## src/hw/rtl/eatt_pkg.sv

```systemverilog
// Package: shared types and constants for the eased ramp timer table.
package eatt_pkg;

	localparam logic [1:0] CMD_PLAY       = 2'd0;
	localparam logic [1:0] CMD_CANCEL     = 2'd1;
	localparam logic [1:0] CMD_CANCEL_ALL = 2'd2;
	localparam logic [1:0] CMD_TICK       = 2'd3;

	localparam logic [1:0] KIND_UPDATE = 2'd0;
	localparam logic [1:0] KIND_DONE   = 2'd1;
	localparam logic [1:0] KIND_ACK    = 2'd2;

	localparam logic [1:0] CURVE_OUT   = 2'd1;
	localparam logic [1:0] CURVE_INOUT = 2'd2;

	localparam logic [16:0] Q_ONE = 17'd65536;

	typedef enum logic [3:0] {
		ST_IDLE,
		ST_DISPATCH,
		ST_ZD_UPD,
		ST_ZD_DONE,
		ST_SCAN,
		ST_DIV,
		ST_EASE1,
		ST_EASE2,
		ST_DONE_SCAN,
		ST_COMPACT,
		ST_ACK,
		ST_EMIT
	} eatt_state_t;

	// controller -> datapath
	typedef struct packed {
		logic       load_req;
		logic       store_play;
		logic       clr_idx;
		logic       inc_idx;
		logic       div_start;
		logic       ease1;
		logic       ease2;
		logic       mark_fin;
		logic       cancel_one;
		logic       cancel_all;
		logic       compact_step;
		logic       emit;
		logic [1:0] kind;
		logic [1:0] emit_src;
	} eatt_cmd_t;

	localparam logic [1:0] SRC_ENTRY = 2'd0;
	localparam logic [1:0] SRC_ZERO  = 2'd1;
	localparam logic [1:0] SRC_ONE   = 2'd2;
	localparam logic [1:0] SRC_ACK   = 2'd3;

	// datapath -> controller
	typedef struct packed {
		logic [1:0] cmd;
		logic       dur_zero;
		logic       idx_end;
		logic       cur_valid;
		logic       waiting;
		logic       need_div;
		logic       div_busy;
		logic       cur_fin;
		logic       match;
		logic       compact_done;
		logic       out_busy;
	} eatt_stat_t;

endpackage

```

## src/hw/rtl/eatt_divider.sv

```systemverilog
// Restoring divider: (run << 16) / duration, one quotient bit per cycle.
module eatt_divider (
	input  logic        clk,
	input  logic        arst_n,
	input  logic        start,
	input  logic [15:0] run,
	input  logic [15:0] divisor,
	output logic        busy,
	output logic [16:0] quotient
);
	logic [16:0] rem_q;
	logic [31:0] num_q;
	logic [15:0] den_q;
	logic [4:0]  cnt_q;
	logic [16:0] trial;

	assign trial = {rem_q[15:0], num_q[31]};

	always_ff @(posedge clk or negedge arst_n) begin
		if (!arst_n) begin
			busy  <= 1'b0;
			cnt_q <= '0;
		end else if (start) begin
			busy  <= 1'b1;
			cnt_q <= 5'd0;
		end else if (busy) begin
			cnt_q <= cnt_q + 5'd1;
			if (cnt_q == 5'd31)
				busy <= 1'b0;
		end
	end

	always_ff @(posedge clk) begin
		if (start) begin
			rem_q    <= '0;
			num_q    <= {run, 16'd0};
			den_q    <= divisor;
			quotient <= '0;
		end else if (busy) begin
			num_q <= {num_q[30:0], 1'b0};
			if (trial >= {1'b0, den_q}) begin
				rem_q    <= trial - {1'b0, den_q};
				quotient <= {quotient[15:0], 1'b1};
			end else begin
				rem_q    <= trial;
				quotient <= {quotient[15:0], 1'b0};
			end
		end
	end
endmodule

```

## src/hw/rtl/eatt_datapath.sv

```systemverilog
// Datapath: entry table, progress and easing arithmetic, output register.
module eatt_datapath #(
	parameter int MAX_ANIMATIONS = 16
) (
	input  logic                clk,
	input  logic                arst_n,
	input  eatt_pkg::eatt_cmd_t cmd,
	output eatt_pkg::eatt_stat_t stat,
	input  logic [1:0]          command,
	input  logic [31:0]         time_ms,
	input  logic [15:0]         duration_ms,
	input  logic [15:0]         delay_ms,
	input  logic [1:0]          curve,
	input  logic [15:0]         anim_id,
	output logic                out_valid,
	input  logic                out_ready,
	output logic [1:0]          result_kind,
	output logic [15:0]         out_id,
	output logic [16:0]         eased_value,
	output logic                completed_normally,
	output logic                any_active,
	output logic                table_full,
	output logic                last
);
	import eatt_pkg::*;

	localparam int IW = $clog2(MAX_ANIMATIONS + 1);
	localparam int AW = (MAX_ANIMATIONS > 1) ? $clog2(MAX_ANIMATIONS) : 1;

	logic [MAX_ANIMATIONS-1:0] valid_q, fin_q;
	logic [15:0] id_q    [MAX_ANIMATIONS];
	logic [31:0] start_q [MAX_ANIMATIONS];
	logic [15:0] delay_q [MAX_ANIMATIONS];
	logic [15:0] dur_q   [MAX_ANIMATIONS];
	logic [1:0]  curve_q [MAX_ANIMATIONS];
	logic [15:0] next_id_q;

	logic [1:0]  r_cmd_q;
	logic [31:0] r_time_q;
	logic [15:0] r_dur_q, r_dly_q, r_aid_q;
	logic [1:0]  r_curve_q;
	logic [IW-1:0] idx_q, wr_q, cnt_q;
	logic        full_q, hit_q;
	logic [16:0] p_q;
	logic [33:0] sq_q;

	logic [AW-1:0] ia;
	logic [31:0]   el;
	logic [31:0]   run;
	logic          div_busy, need_div;
	logic [16:0]   quot;
	logic [16:0]   ease_in;
	logic [16:0]   ease_res;
	logic [IW-1:0] count;

	// next result fields
	logic [15:0]   emit_id;
	logic [16:0]   emit_val;
	logic          emit_norm, emit_act, emit_full, emit_last;

	assign ia  = idx_q[AW-1:0];
	assign el  = r_time_q - start_q[ia];
	assign run = el - {16'd0, delay_q[ia]};
	assign need_div = run < {16'd0, dur_q[ia]};

	always_comb begin
		count = '0;
		for (int i = 0; i < MAX_ANIMATIONS; i++)
			if (valid_q[i])
				count = IW'(i + 1);
	end

	eatt_divider u_div (
		.clk(clk), .arst_n(arst_n), .start(cmd.div_start),
		.run(run[15:0]), .divisor(dur_q[ia]),
		.busy(div_busy), .quotient(quot)
	);

	// ease operand: the value that the ease2 step squares
	always_comb begin
		ease_in = p_q;
		if (curve_q[ia] == CURVE_OUT)
			ease_in = Q_ONE - p_q;
		else if (curve_q[ia] == CURVE_INOUT && p_q >= 17'd32768)
			ease_in = 17'((18'd131072 - {p_q, 1'b0}));
	end

	always_comb begin
		ease_res = p_q;
		if (curve_q[ia] == CURVE_OUT)
			ease_res = Q_ONE - 17'((sq_q + 34'd32768) >> 16);
		else if (curve_q[ia] == CURVE_INOUT) begin
			if (p_q < 17'd32768)
				ease_res = 17'((sq_q + 34'd16384) >> 15);
			else
				ease_res = Q_ONE - 17'((sq_q + 34'd65536) >> 17);
		end
	end

	always_comb begin
		stat.cmd          = r_cmd_q;
		stat.dur_zero     = (r_dur_q == 16'd0);
		stat.idx_end      = (idx_q >= cnt_q);
		stat.cur_valid    = (idx_q < IW'(MAX_ANIMATIONS)) && valid_q[ia];
		stat.waiting      = el < {16'd0, delay_q[ia]};
		stat.need_div     = need_div;
		stat.div_busy     = div_busy;
		stat.cur_fin      = fin_q[ia];
		stat.match        = (r_aid_q != 16'd0) && (id_q[ia] == r_aid_q);
		stat.compact_done = (idx_q >= cnt_q);
		stat.out_busy     = out_valid && !out_ready;
	end

	// result field select
	always_comb begin
		emit_id   = '0;
		emit_val  = '0;
		emit_norm = 1'b0;
		emit_act  = 1'b0;
		emit_full = 1'b0;
		emit_last = 1'b0;
		unique case (cmd.emit_src)
			SRC_ENTRY: begin
				emit_id = (r_cmd_q == CMD_CANCEL) ? r_aid_q : id_q[ia];
				if (cmd.kind == KIND_UPDATE)
					emit_val = ease_res;
				// only a tick completion ran to its end
				emit_norm = (cmd.kind == KIND_DONE) && (r_cmd_q == CMD_TICK);
			end
			SRC_ZERO: begin
				emit_norm = 1'b1;
			end
			SRC_ONE: begin
				emit_val = Q_ONE;
			end
			SRC_ACK: begin
				emit_last = 1'b1;
				if (r_cmd_q == CMD_PLAY) begin
					emit_full = full_q;
					if (hit_q)
						emit_id = id_q[cnt_q[AW-1:0]];
				end
				if (r_cmd_q == CMD_TICK)
					emit_act = (wr_q != '0);
			end
			default: ;
		endcase
	end

	// control registers
	always_ff @(posedge clk or negedge arst_n) begin
		if (!arst_n) begin
			valid_q   <= '0;
			fin_q     <= '0;
			next_id_q <= 16'd1;
			out_valid <= 1'b0;
			idx_q     <= '0;
			wr_q      <= '0;
			cnt_q     <= '0;
			full_q    <= 1'b0;
			hit_q     <= 1'b0;
		end else begin
			if (cmd.emit)
				out_valid <= 1'b1;
			else if (out_valid && out_ready)
				out_valid <= 1'b0;
			if (cmd.load_req) begin
				cnt_q  <= count;
				fin_q  <= '0;
				full_q <= 1'b0;
				hit_q  <= 1'b0;
				idx_q  <= '0;
				wr_q   <= '0;
			end
			if (cmd.clr_idx) begin
				idx_q <= '0;
				wr_q  <= '0;
			end
			if (cmd.inc_idx)
				idx_q <= idx_q + IW'(1);
			if (cmd.store_play) begin
				if (cnt_q >= IW'(MAX_ANIMATIONS))
					full_q <= 1'b1;
				else begin
					valid_q[cnt_q[AW-1:0]] <= 1'b1;
					next_id_q <= (next_id_q == 16'hFFFF) ? 16'd1 : next_id_q + 16'd1;
					hit_q <= 1'b1;
				end
			end
			if (cmd.mark_fin)
				fin_q[ia] <= 1'b1;
			if (cmd.cancel_one) begin
				// entry idx_q drops out; mark it and compact
				fin_q[ia] <= 1'b1;
				hit_q     <= 1'b1;
			end
			if (cmd.cancel_all)
				valid_q <= '0;
			if (cmd.compact_step) begin
				if (!fin_q[ia])
					wr_q <= wr_q + IW'(1);
				else
					valid_q[cnt_q[AW-1:0] - 1'b1 - AW'(idx_q - wr_q)] <= 1'b0;
				idx_q <= idx_q + IW'(1);
			end
		end
	end

	// payload registers
	always_ff @(posedge clk) begin
		if (cmd.load_req) begin
			r_cmd_q   <= command;
			r_time_q  <= time_ms;
			r_dur_q   <= duration_ms;
			r_dly_q   <= delay_ms;
			r_curve_q <= curve;
			r_aid_q   <= anim_id;
		end
		if (cmd.store_play && cnt_q < IW'(MAX_ANIMATIONS)) begin
			id_q[cnt_q[AW-1:0]]    <= next_id_q;
			start_q[cnt_q[AW-1:0]] <= r_time_q;
			delay_q[cnt_q[AW-1:0]] <= r_dly_q;
			dur_q[cnt_q[AW-1:0]]   <= r_dur_q;
			curve_q[cnt_q[AW-1:0]] <= r_curve_q;
		end
		if (cmd.compact_step && !fin_q[ia] && wr_q != idx_q) begin
			id_q[wr_q[AW-1:0]]    <= id_q[ia];
			start_q[wr_q[AW-1:0]] <= start_q[ia];
			delay_q[wr_q[AW-1:0]] <= delay_q[ia];
			dur_q[wr_q[AW-1:0]]   <= dur_q[ia];
			curve_q[wr_q[AW-1:0]] <= curve_q[ia];
		end
		if (cmd.ease1) begin
			if (!need_div || dur_q[ia] == 16'd0)
				p_q <= Q_ONE;
			else
				p_q <= quot;
		end
		if (cmd.ease2)
			sq_q <= ease_in * ease_in;
		if (cmd.emit) begin
			result_kind        <= cmd.kind;
			out_id             <= emit_id;
			eased_value        <= emit_val;
			completed_normally <= emit_norm;
			any_active         <= emit_act;
			table_full         <= emit_full;
			last               <= emit_last;
		end
	end
endmodule

```

## src/hw/rtl/eatt_ctrl.sv

```systemverilog
// Controller: sequences play, cancel, cancel-all and tick over the table.
module eatt_ctrl (
	input  logic                 clk,
	input  logic                 arst_n,
	input  logic                 valid,
	output logic                 ready,
	input  eatt_pkg::eatt_stat_t stat,
	output eatt_pkg::eatt_cmd_t  cmd
);
	import eatt_pkg::*;

	eatt_state_t state_q, state_d, ret_q, ret_d;

	always_ff @(posedge clk or negedge arst_n) begin
		if (!arst_n) begin
			state_q <= ST_IDLE;
			ret_q   <= ST_IDLE;
		end else begin
			state_q <= state_d;
			ret_q   <= ret_d;
		end
	end

	// ST_EMIT waits for the output register to free, then returns to ret_q
	always_comb begin
		cmd     = '0;
		ready   = 1'b0;
		state_d = state_q;
		ret_d   = ret_q;
		unique case (state_q)
			ST_IDLE: begin
				ready = !stat.out_busy;
				if (valid && ready) begin
					cmd.load_req = 1'b1;
					state_d = ST_DISPATCH;
				end
			end
			ST_DISPATCH: begin
				unique case (stat.cmd)
					CMD_PLAY: begin
						if (stat.dur_zero) state_d = ST_ZD_UPD;
						else begin
							cmd.store_play = 1'b1;
							state_d = ST_ACK;
						end
					end
					CMD_TICK: state_d = ST_SCAN;
					default:  state_d = ST_SCAN;
				endcase
			end
			ST_ZD_UPD: if (!stat.out_busy) begin
				cmd.emit = 1'b1; cmd.kind = KIND_UPDATE; cmd.emit_src = SRC_ONE;
				state_d = ST_ZD_DONE;
			end
			ST_ZD_DONE: if (!stat.out_busy) begin
				cmd.emit = 1'b1; cmd.kind = KIND_DONE; cmd.emit_src = SRC_ZERO;
				state_d = ST_ACK;
			end
			ST_SCAN: begin
				if (stat.idx_end) begin
					cmd.clr_idx = 1'b1;
					state_d = (stat.cmd == CMD_TICK) ? ST_DONE_SCAN :
						(stat.cmd == CMD_CANCEL_ALL) ? ST_ACK : ST_COMPACT;
					if (stat.cmd == CMD_CANCEL_ALL) cmd.cancel_all = 1'b1;
				end else if (stat.cmd == CMD_CANCEL_ALL) begin
					if (!stat.out_busy) begin
						cmd.emit = 1'b1; cmd.kind = KIND_DONE; cmd.emit_src = SRC_ENTRY;
						cmd.inc_idx = 1'b1;
					end
				end else if (stat.cmd == CMD_CANCEL) begin
					if (stat.match) begin
						if (!stat.out_busy) begin
							cmd.cancel_one = 1'b1;
							cmd.emit = 1'b1; cmd.kind = KIND_DONE; cmd.emit_src = SRC_ENTRY;
							cmd.clr_idx = 1'b1;
							state_d = ST_COMPACT;
						end
					end else cmd.inc_idx = 1'b1;
				end else begin
					if (stat.waiting) cmd.inc_idx = 1'b1;
					else if (stat.need_div) begin
						cmd.div_start = 1'b1;
						state_d = ST_DIV;
					end else state_d = ST_EASE1;
				end
			end
			ST_DIV: if (!stat.div_busy) state_d = ST_EASE1;
			ST_EASE1: begin
				cmd.ease1 = 1'b1;
				state_d = ST_EASE2;
			end
			ST_EASE2: begin
				cmd.ease2 = 1'b1;
				state_d = ST_EMIT;
				ret_d = ST_SCAN;
			end
			ST_EMIT: if (!stat.out_busy) begin
				cmd.emit = 1'b1; cmd.kind = KIND_UPDATE; cmd.emit_src = SRC_ENTRY;
				cmd.inc_idx = 1'b1;
				state_d = ret_q;
			end
			ST_DONE_SCAN: begin
				if (stat.idx_end) begin
					cmd.clr_idx = 1'b1;
					state_d = ST_COMPACT;
				end else if (stat.cur_fin) begin
					if (!stat.out_busy) begin
						cmd.emit = 1'b1; cmd.kind = KIND_DONE; cmd.emit_src = SRC_ENTRY;
						cmd.inc_idx = 1'b1;
					end
				end else cmd.inc_idx = 1'b1;
			end
			ST_COMPACT: begin
				if (stat.compact_done) state_d = ST_ACK;
				else cmd.compact_step = 1'b1;
			end
			ST_ACK: if (!stat.out_busy) begin
				cmd.emit = 1'b1; cmd.kind = KIND_ACK; cmd.emit_src = SRC_ACK;
				state_d = ST_IDLE;
			end
			default: state_d = ST_IDLE;
		endcase
		// finished-entry mark happens with the update emit of a tick
		if (state_q == ST_EMIT && !stat.out_busy && stat.cmd == CMD_TICK && stat.need_div == 1'b0
			&& !stat.waiting)
			cmd.mark_fin = 1'b1;
	end
endmodule

```

## src/hw/rtl/eased_animation_timer_table_core.sv

```systemverilog
// Top level: eased ramp timer table, controller plus datapath.
//
// Usage:
//   Input channel (valid/ready) carries one request: command, time_ms,
//   duration_ms, delay_ms, curve, anim_id. Output channel (out_valid /
//   out_ready) carries result items; the one with last = 1 closes a request.
//   One request is worked at a time; ready is high only while idle and the
//   output register is free.
// Sequence:
//   play: dispatch, then its acknowledge; zero-duration play first emits
//   an update and a done. cancel: search, then compaction of the entries.
//   tick: per started entry the serial divider (32 steps) while it still
//   runs, then ST_EASE1 and ST_EASE2; then a pass to list completions and
//   a pass to compact. The divider dominates the run time of a full tick.
// Reset: table empties, next id returns to 1, no result pending.
// Stall: a held output register freezes the controller before each emit;
//   no result is lost or repeated.
module eased_animation_timer_table_core #(
	parameter int MAX_ANIMATIONS = 16
) (
	input  logic        clk,
	input  logic        arst_n,
	input  logic        valid,
	output logic        ready,
	input  logic [1:0]  command,
	input  logic [31:0] time_ms,
	input  logic [15:0] duration_ms,
	input  logic [15:0] delay_ms,
	input  logic [1:0]  curve,
	input  logic [15:0] anim_id,
	output logic        out_valid,
	input  logic        out_ready,
	output logic [1:0]  result_kind,
	output logic [15:0] out_id,
	output logic [16:0] eased_value,
	output logic        completed_normally,
	output logic        any_active,
	output logic        table_full,
	output logic        last
);
	import eatt_pkg::*;

	eatt_cmd_t  cmd;
	eatt_stat_t stat;

	eatt_ctrl u_ctrl (
		.clk(clk), .arst_n(arst_n), .valid(valid), .ready(ready),
		.stat(stat), .cmd(cmd)
	);

	eatt_datapath #(.MAX_ANIMATIONS(MAX_ANIMATIONS)) u_dp (
		.clk(clk), .arst_n(arst_n), .cmd(cmd), .stat(stat),
		.command(command), .time_ms(time_ms), .duration_ms(duration_ms),
		.delay_ms(delay_ms), .curve(curve), .anim_id(anim_id),
		.out_valid(out_valid), .out_ready(out_ready),
		.result_kind(result_kind), .out_id(out_id), .eased_value(eased_value),
		.completed_normally(completed_normally), .any_active(any_active),
		.table_full(table_full), .last(last)
	);
endmodule
```

## config.mk

```make
export PLATFORM = sky130hd
export DESIGN_NAME = eased_animation_timer_table_core
export DESIGN_NICKNAME = d
export VERILOG_FILES = /design/src/hw/rtl/eatt_pkg.sv /design/src/hw/rtl/eatt_divider.sv /design/src/hw/rtl/eatt_datapath.sv /design/src/hw/rtl/eatt_ctrl.sv /design/src/hw/rtl/eased_animation_timer_table_core.sv
export SDC_FILE = /design/constraint.sdc
export NUM_CORES = 2
export LEC_CHECK = 0
export BUFFER_PORTS_ARGS = -buffer_cell sky130_fd_sc_hd__clkbuf_2
export CAP_MARGIN = 0
export CORE_MARGIN = 2
export CORE_UTILIZATION = 45
export DETAILED_ROUTE_END_ITERATION = 7
export GPL_TIMING_DRIVEN = 0
export PLACE_DENSITY = 0.68
export SLEW_MARGIN = 30
export SYNTH_ARGS = -nofsm -noshare
export SYNTH_HDL_FRONTEND = slang
export SYNTH_SLANG_ARGS = --single-unit
```

## constraint.sdc

```tcl
create_clock -name clk -period 12.65 [get_ports clk]
set_input_delay 1.265 -clock clk [delete_from_list [all_inputs] [get_ports clk]]
set_output_delay 1.265 -clock clk [all_outputs]
set_load 0.01 [all_outputs]
```

Word-level counts from Yosys, hierarchy flattened

Memory sizes are Yosys's and may differ from the RTL's.
Index checks and enable logic that the tools add are counted.

Register bits: 316
Bits in writable memories: 1312
Bits of input ports: 88
Output and inout port bits: 41
Logic and storage cells: 312
Memories: 5

Add/subtract/negate cells: 17
Multipliers: 1
Magnitude comparators: 14
Equal/unequal tests: 36
Mux-type cells: 158
Bitwise gates (word level): 7
Reduce and logical (&&, ||, !) cells: 42

Memory list:

| memory       | depth | bits a word | rd ports | clocked after Yosys merged registers in | wr ports | RTL line            | source |
|---|---|---|---|---|---|---|---|
| u_dp.start_q | 16    | 32          | 1        | 0                                       | 1        | eatt_datapath.sv:32 | `logic [31:0] start_q [MAX_ANIMATIONS];` |
| u_dp.delay_q | 16    | 16          | 1        | 0                                       | 1        | eatt_datapath.sv:33 | `logic [15:0] delay_q [MAX_ANIMATIONS];` |
| u_dp.dur_q   | 16    | 16          | 1        | 0                                       | 1        | eatt_datapath.sv:34 | `logic [15:0] dur_q [MAX_ANIMATIONS];` |
| u_dp.id_q    | 16    | 16          | 2        | 0                                       | 1        | eatt_datapath.sv:31 | `logic [15:0] id_q [MAX_ANIMATIONS];` |
| u_dp.curve_q | 16    | 2           | 1        | 0                                       | 1        | eatt_datapath.sv:35 | `logic [1:0] curve_q [MAX_ANIMATIONS];` |

Operators by type and width:

| cell                                                                                  | number |
|---|---|
| 16-bit two-way mux                                                                    | 16 |
| 5-bit two-way mux                                                                     | 35 |
| 17-bit two-way mux                                                                    | 6 |
| 32-bit two-way mux                                                                    | 3 |
| 4-bit two-way mux                                                                     | 22 |
| 32-bit by 16-bit < comparator with 1-bit output                                       | 2 |
| 1-bit two-way mux                                                                     | 59 |
| 17-bit subtractor, first input constant                                               | 3 |
| 16-bit bitwise OR                                                                     | 3 |
| 4-bit one-hot mux with 12 select lines                                                | 1 |
| 16-bit OR reduction                                                                   | 3 |
| 34-bit by 17-bit adder with 34-bit output, second input constant                      | 1 |
| 17-bit by 17-bit multiplier with 34-bit output                                        | 1 |
| 17-bit one-hot mux with 2 select lines                                                | 1 |
| 33-bit by 16-bit adder with 33-bit output, second input constant                      | 1 |
| 32-bit by 15-bit adder with 32-bit output, second input constant                      | 1 |
| 16-bit logical NOT                                                                    | 2 |
| 16-bit one-hot mux with 2 select lines                                                | 1 |
| 32-bit OR reduction                                                                   | 1 |
| 32-bit by 16-bit subtractor with 32-bit output                                        | 1 |
| 32-bit subtractor                                                                     | 1 |
| 5-bit one-hot mux with 6 select lines                                                 | 1 |
| 17-bit by 16-bit greater-or-equal comparator with 1-bit output                        | 1 |
| 17-bit by 16-bit greater-or-equal comparator with 1-bit output, second input constant | 1 |
| 46 further kinds                                                                      | 108 |

Logic depth before layout (Yosys ltp)

Word-level depth: 16
Depth in mapped cells: 41
Depth with buffers taken out: 36

By module

A second synthesis with hierarchy kept.

Cells, all modules: 7576
Area total of the unflattened synthesis: 94046.4 µm²

Modules (own cells, without submodules):

| module        | instances | cells an instance | area each (µm²) | sequential area each (µm²) |
|---|---|---|---|---|
| eatt_datapath | 1         | 7091              | 89424.5         | 45855.2 |
| eatt_divider  | 1         | 377               | 3881.2          | 1771.7 |
| eatt_ctrl     | 1         | 108               | 740.7           | 125.1 |

Least setup slack after synthesis

Ideal clock, no wire load.

Path type: flip-flop to flip-flop
From: register u_dp.idx_q[0]
To: memory u_dp.curve_q[0][0], enable pin
Arrival time: 8.646 ns
Required time: 12.127 ns
Setup slack: 3.481 ns
Cell stages (with the launch flop): 25
Path buffers: 11
Cells stage by stage: dfrtp_1 buf_2 buf_6 buf_4 buf_2 buf_2 buf_2 buf_2 clkbuf_1 buf_2 inv_1 ha_1 nand2b_1 a21o_1 a21o_1 a21oi_1 nor2b_1 nor2_1 nand4_1 a31o_2 clkbuf_1 clkbuf_1 nor3_1 a21oi_1 nor2_1

Word-level cells in the longest chain between the ends: 9
Elaborated cells on any way between the ends: 14
Those cells by class: order compare (1); eq/ne (1); mux (8); reduce/logical (4)

RTL lines:

| item                                                                                           | RTL line                                   | source |
|---|---|---|
| start: declaration                                                                             | eatt_datapath.sv:42                        | `logic [IW-1:0] idx_q, wr_q, cnt_q;` |
| start signal: assignment                                                                       | eatt_datapath.sv:180                       | `idx_q <= idx_q + IW'(1);` |
| start signal: assignment                                                                       | eatt_datapath.sv:204                       | `idx_q <= idx_q + IW'(1);` |
| 5-bit greater-or-equal comparator or 1-bit binary-select mux with 4-bit select (tied branches) | eatt_datapath.sv:110, eatt_datapath.sv:226 |  |
| 1-bit two-way mux, on equally long branches                                                    | eatt_ctrl.sv:114, eatt_datapath.sv:226     |  |
| 1-bit two-way mux or 1-bit logical NOT (tied branches)                                         | n/a                                        |  |
| 1-bit logical AND                                                                              | eatt_datapath.sv:226                       | `if (cmd.compact_step && !fin_q[ia] && wr_q != idx_q) begin` |
| 1-bit logical AND *                                                                            | eatt_datapath.sv:226                       |  |
| 1-bit two-way mux *                                                                            | eatt_datapath.sv:226                       |  |
| 1-bit two-way mux (implied by the code) *                                                      | eatt_datapath.sv:231                       | `curve_q[wr_q[AW-1:0]] <= curve_q[ia];` |
| 2-bit OR reduction (no line)                                                                   | n/a                                        |  |
| 4-bit two-way mux (no line) or 1-bit two-way mux (tied branches)                               | n/a                                        |  |
| end: declaration                                                                               | eatt_datapath.sv:35                        |  |

Mark *: on every way between the ends. The rest lies on a longest branch, timed or not. The select of a mux whose other input is x is not followed.

Final worst setup path

From: register u_dp.idx_q[1]
To: register u_dp.u_div.num_q[21], enable pin

Word-level cells in the longest chain between the ends: 11
Elaborated cells on any way between the ends: 15
Those cells by class: add/sub (2); order compare (3); mux (6); reduce/logical (1); memory (3)

RTL lines:

| item                                            | RTL line            | source |
|---|---|---|
| memory 16 x 32 bit                              | n/a                 |  |
| 32-bit subtractor                               | eatt_datapath.sv:62 | `assign el = r_time_q - start_q[ia];` |
| 32-bit by 16-bit subtractor with 32-bit output  | eatt_datapath.sv:63 | `assign run = el - {16'd0, delay_q[ia]};` |
| 32-bit by 16-bit < comparator with 1-bit output | eatt_datapath.sv:64 | `assign need_div = run < {16'd0, dur_q[ia]};` |
| 1-bit two-way mux                               | eatt_ctrl.sv:81     | `else if (stat.need_div) begin` |
| 1-bit two-way mux                               | eatt_ctrl.sv:80     | `if (stat.waiting) cmd.inc_idx = 1'b1;` |
| 1-bit two-way mux                               | eatt_ctrl.sv:70     | `end else if (stat.cmd == CMD_CANCEL) begin` |
| 1-bit two-way mux                               | eatt_ctrl.sv:65     | `end else if (stat.cmd == CMD_CANCEL_ALL) begin` |
| 2-bit two-way mux *                             | eatt_ctrl.sv:60     | `if (stat.idx_end) begin` |
| 1-bit two-way mux *                             | eatt_ctrl.sv:30     | `unique case (state_q)` |
| 2-bit nonzero test (no line) *                  | n/a                 |  |
| end signal: assignment                          | eatt_divider.sv:36  | `num_q <= {run, 16'd0};` |
| end signal: assignment                          | eatt_divider.sv:40  | `num_q <= {num_q[30:0], 1'b0};` |
| end: declaration                                | eatt_divider.sv:12  | `logic [31:0] num_q;` |

Mark *: on every way between the ends. The rest lies on a longest branch, timed or not.
A chain may end at the register's enable or synchronous reset.

==> out/results.ini <==
[run_status]
status = completed

[logic_synthesis]
postSynth.asyncResetShare_pct = 4.771
xor_xnor_fraction_of_synth_area_pct = 2.162
synth_compound_gate_area_share_pct = 5.287
synthesis.yosys.warnings = 0
seq_total_area_yosys_pct = 60.13
main_combinational_cell_family_by_area_after_synthesis = multiplexers
syn_inst = 5119
adder_cell_area_share_of_the_yosys_netlist_pct = 8.274
postSynthRegisterBits = 1614
synth.avg_cell_area_sq_um = 15.51
number_of_synthesized_flops_with_an_enable_pin = 1504
yosys_most_used_dff = edfxtp_1
post_synth_mux_area_share_pct = 14.82
total_nets_after_synthesis = 5614
netlist_area_pre_place_sq_mm = 0.07942
post_synth_and_or_nand_nor_area_fraction_pct = 5.980
netlist-cell-type-count = 94

[pwr]
portion_of_total_power_attributed_to_the_clock_network_pct = 45.4
irDropWorstVdd_uv = 147.3
power.density_cell_area_mw_per_mm2 = 115.4
switching_share_pct = 19.86
intPower_mw = 8.481
comb_power_share_pct = 0.2
power.leakage_nw = 32.09
p_seq_share_pct = 54.3
total_switching_power_mw = 2.103

[grt]
number_of_global_route_vias_before_repair = 47740
grt_usage_pct = 23.93
antenna_found_initial = 2
grt.overflow.total = 0
grt_first_pass_wirelength_mm = 317.3
grt_start_max_net_pins = 78

[setup_path]
slowest_stage_cell_crit_path = buf_2
critical_path_peak_fanout = 28
worst_path_largest_cell_delay_ns = 0.90
category_of_the_critical_setup_timing_path = reg2reg
worstPathRequired_ns = 13.10
type_of_element_launching_the_critical_path = register
critical_path_arrival_ns = 12.53
cpMostUsedCell = buf_2
setup.worst_path.end_class = register

[route]
detailedRoute.firstPassIterationCount = 6
drt.antenna.violating_nets = 0
remaining_drc_errors = 0
routed-via-count = 48470
vias_per_inst = 6.056
drtIter0Drc = 5784
route.final.wire_length_mm = 216.4
routedWlPerCell_um = 27.04

[cts]
cts_hold_buffers = 0
clkTransAtPathRegs_ns = 0.06
clk-insertion-delay-late_ns = 0.82
numClockSinks = 1614
cts_root_buf = clkbuf_16
inserted_clock_buffers = 163
cts.htree.levels = 4
cts_buffer_depth = 3
cts_tree = built

[layout]
fillCellCount = 14090
area_delta_synth_final_pct = 15.52
final_net_count = 6024
ant_diodes = 0
drive_above_1_share_pct = 20.85

[floorplanning]
floorplan.die_area_sq_mm = 0.1799
start_util_pct = 45.19
core.rowCount = 154
fp.dieW_um = 424.1
ioPinCount = 129
core_region_area_sq_mm = 0.1757
die-height_um = 424.1

[timing]
report.final.hold_viol_count = 0
min_period_ns = 12.08
setup_tns_ns = 0
max_slew_margin_pct = 26.95
final.setup.worst_slack_ns = 0.5667
fmaxAchievable_mhz = 82.76
final_min_period_over_clock_period_pct = 95.52
worst_clock_skew_ns = 0.04928
setup_viol = 0
slew_viol_final = 0
worst-slew-pin-transition_ns = 1.096

[place]
port_buffers = 128
pre_cts_ws_ns = -1.088
gpl.final_weighted_congestion = 0.9094
dp_hpwl_mm = 151.1

[worst_hold_path]
hold_class = in2async

[run]
maxCapViolCount = 0

-- cell usage in the layout (no fill, tap or decap), drive strengths merged, types with 76 or more instances in the layout --
master	n
a21oi	141
buf	188
clkbuf	525
dfrtp	76
edfxtp	1504
fa	197
ha	210
inv	429
mux4	493
nand2	326
nand3	81
nor2	308
o21ai	169
xnor2	122
-- stage by stage --
stage | hold WS [ns] | area (sq um) | utilization [%] | instances | power [mW]
3_3_place_gp | 0.4526 | 82990 | 47.22 | 7587 | 5.886
5_1_grt | 0.4704 | 91740 | 52.21 | 8003 | 10.82
4_1_cts | 0.4732 | 91530 | 52.09 | 8000 | 10.62
2_1_floorplan | 0.4308 | 79420 | - | 5119 | 5.864
3_5_place_dp | 0.4667 | 86250 | 49.08 | 7703 | 5.888
6_report | 0.4613 | 91740 | 52.21 | 8003 | 10.58
-- cell type report --
| class | count | area (sq um) | area share, % |
|---|---|---|---|
| Sequential cell | 1614 | 47750 | 52.05 |
| Multi-Input combinational cell | 2818 | 29360 | 32.01 |
| Clock buffer | 206 | 4272 | 4.656 |
| Timing Repair Buffer | 247 | 3702 | 4.036 |
| Tap cell | 2340 | 2928 | 3.191 |
| Inverter | 425 | 1600 | 1.744 |
| Buffer | 260 | 1119 | 1.219 |
| Clock inverter | 93 | 1003 | 1.094 |
-- metal layers --
layer / share of wire [%] / global-route usage (%)
met4: 3.5 / 8.422
met2: 49 / 38.75
met5: 0.0060 / 0
met1: 39 / 32.85
met3: 8.7 / 4.032
-- what timing repair did --
action                                  in CTS  in global routing
buffers inserted                             0                  2
hold endpoints to repair                     0                  0
resized for setup                            7                  4
endpoints found under the setup margin     121                 79
-- registers in the layout (all words and copies together), names as in the netlist, 16 cells and up --
| signal | count |
|---|---|
| u_dp.start_q | 512 |
| u_dp.delay_q | 256 |
| u_dp.dur_q | 256 |
| u_dp.id_q | 256 |
| u_dp.curve_q | 32 |
| u_dp.r_time_q | 32 |
| u_dp.sq_q | 20 |
| u_dp.eased_value | 17 |
| u_dp.p_q | 17 |
| u_dp.u_div.quotient | 17 |
| u_dp.fin_q | 16 |
| u_dp.next_id_q | 16 |
| u_dp.out_id | 16 |
| u_dp.r_aid_q | 16 |
| u_dp.r_dly_q | 16 |
| u_dp.r_dur_q | 16 |
| u_dp.u_div.den_q | 16 |
| u_dp.u_div.num_q | 16 |
| u_dp.u_div.rem_q | 16 |
| u_dp.valid_q | 16 |
-- path summary, 6_finish.rpt --
| kind | from | end | slack (ns) | depth (start not counted) |
|---|---|---|---|---|
| setup reg to reg | u_dp.idx_q[1]$_DFFE_PN0P_ | u_dp.u_div.num_q[21]$_DFFE_PP_ | 0.57 | 33 |
| min in group clk | u_ctrl.ret_q[2]$_DFFE_PN0P_ | u_ctrl.ret_q[2]$_DFFE_PN0P_ | 0.49 | 1 |
| hold / removal | arst_n | u_dp.next_id_q[4]$_DFFE_PN0P_ | 0.46 | 2 |
| hold reg to reg | u_ctrl.ret_q[2]$_DFFE_PN0P_ | u_ctrl.ret_q[2]$_DFFE_PN0P_ | 0.49 | 1 |
| max in group asynchronous | arst_n | u_ctrl.state_q[0]$_DFFE_PN0P_ | 11.78 | 2 |
| setup / recovery | u_dp.idx_q[1]$_DFFE_PN0P_ | u_dp.u_div.num_q[21]$_DFFE_PP_ | 0.57 | 33 |
-- critical path: cells and delay by family, from the launching register on --
kind / cells / cell delay, ns
buffers and inverters: 11 / 4.54
multiplexers: 2 / 0.90
AO/OA/AOI/OAI: 7 / 2.59
adder cells (fa/ha/maj): 3 / 0.99
XOR/XNOR: 2 / 0.46
flip-flops: 1 / 0.62
AND/OR/NAND/NOR: 8 / 1.58
-- power groups by stage --
| stage | registers [mW] | logic, mW | clock network [mW] |
|---|---|---|---|
| 2_1_floorplan | 5.86 | 0.0000669 | 0 |
| 3_3_place_gp | 5.86 | 0.0223 | 0 |
| 3_5_place_dp | 5.86 | 0.0242 | 0 |
| 4_1_cts | 5.75 | 0.0243 | 4.85 |
| 5_1_grt | 5.75 | 0.0254 | 5.05 |
| 6_report | 5.75 | 0.0233 | 4.81 |
-- cell usage after synthesis (74+ instances only) --
| library cell | number | share of area, % |
|---|---|---|
| edfxtp_1 | 1504 | 57 |
| dfrtp_1 | 76 | 2.4 |
| mux4_2 | 493 | 14 |
| ha_1 | 210 | 3.3 |
| nand3_1 | 81 | 0.51 |
| xor2_1 | 74 | 0.82 |
| clkbuf_1 | 187 | 0.88 |
| fa_1 | 197 | 5.0 |
| a21oi_1 | 141 | 0.89 |
| inv_1 | 417 | 2.0 |
| nand2_1 | 326 | 1.5 |
| o21ai_0 | 163 | 1.0 |
| xnor2_1 | 122 | 1.3 |
| nor2_1 | 308 | 1.5 |
-- kinds of logic after synthesis --
family          count (synthesis)
flops                        1614
simple gates                 1022
buf+inv                       687
compound gates                638
mux                           555
fa+ha+maj                     407
xor+xnor                      196
Power figures use the tool's default switching activity.
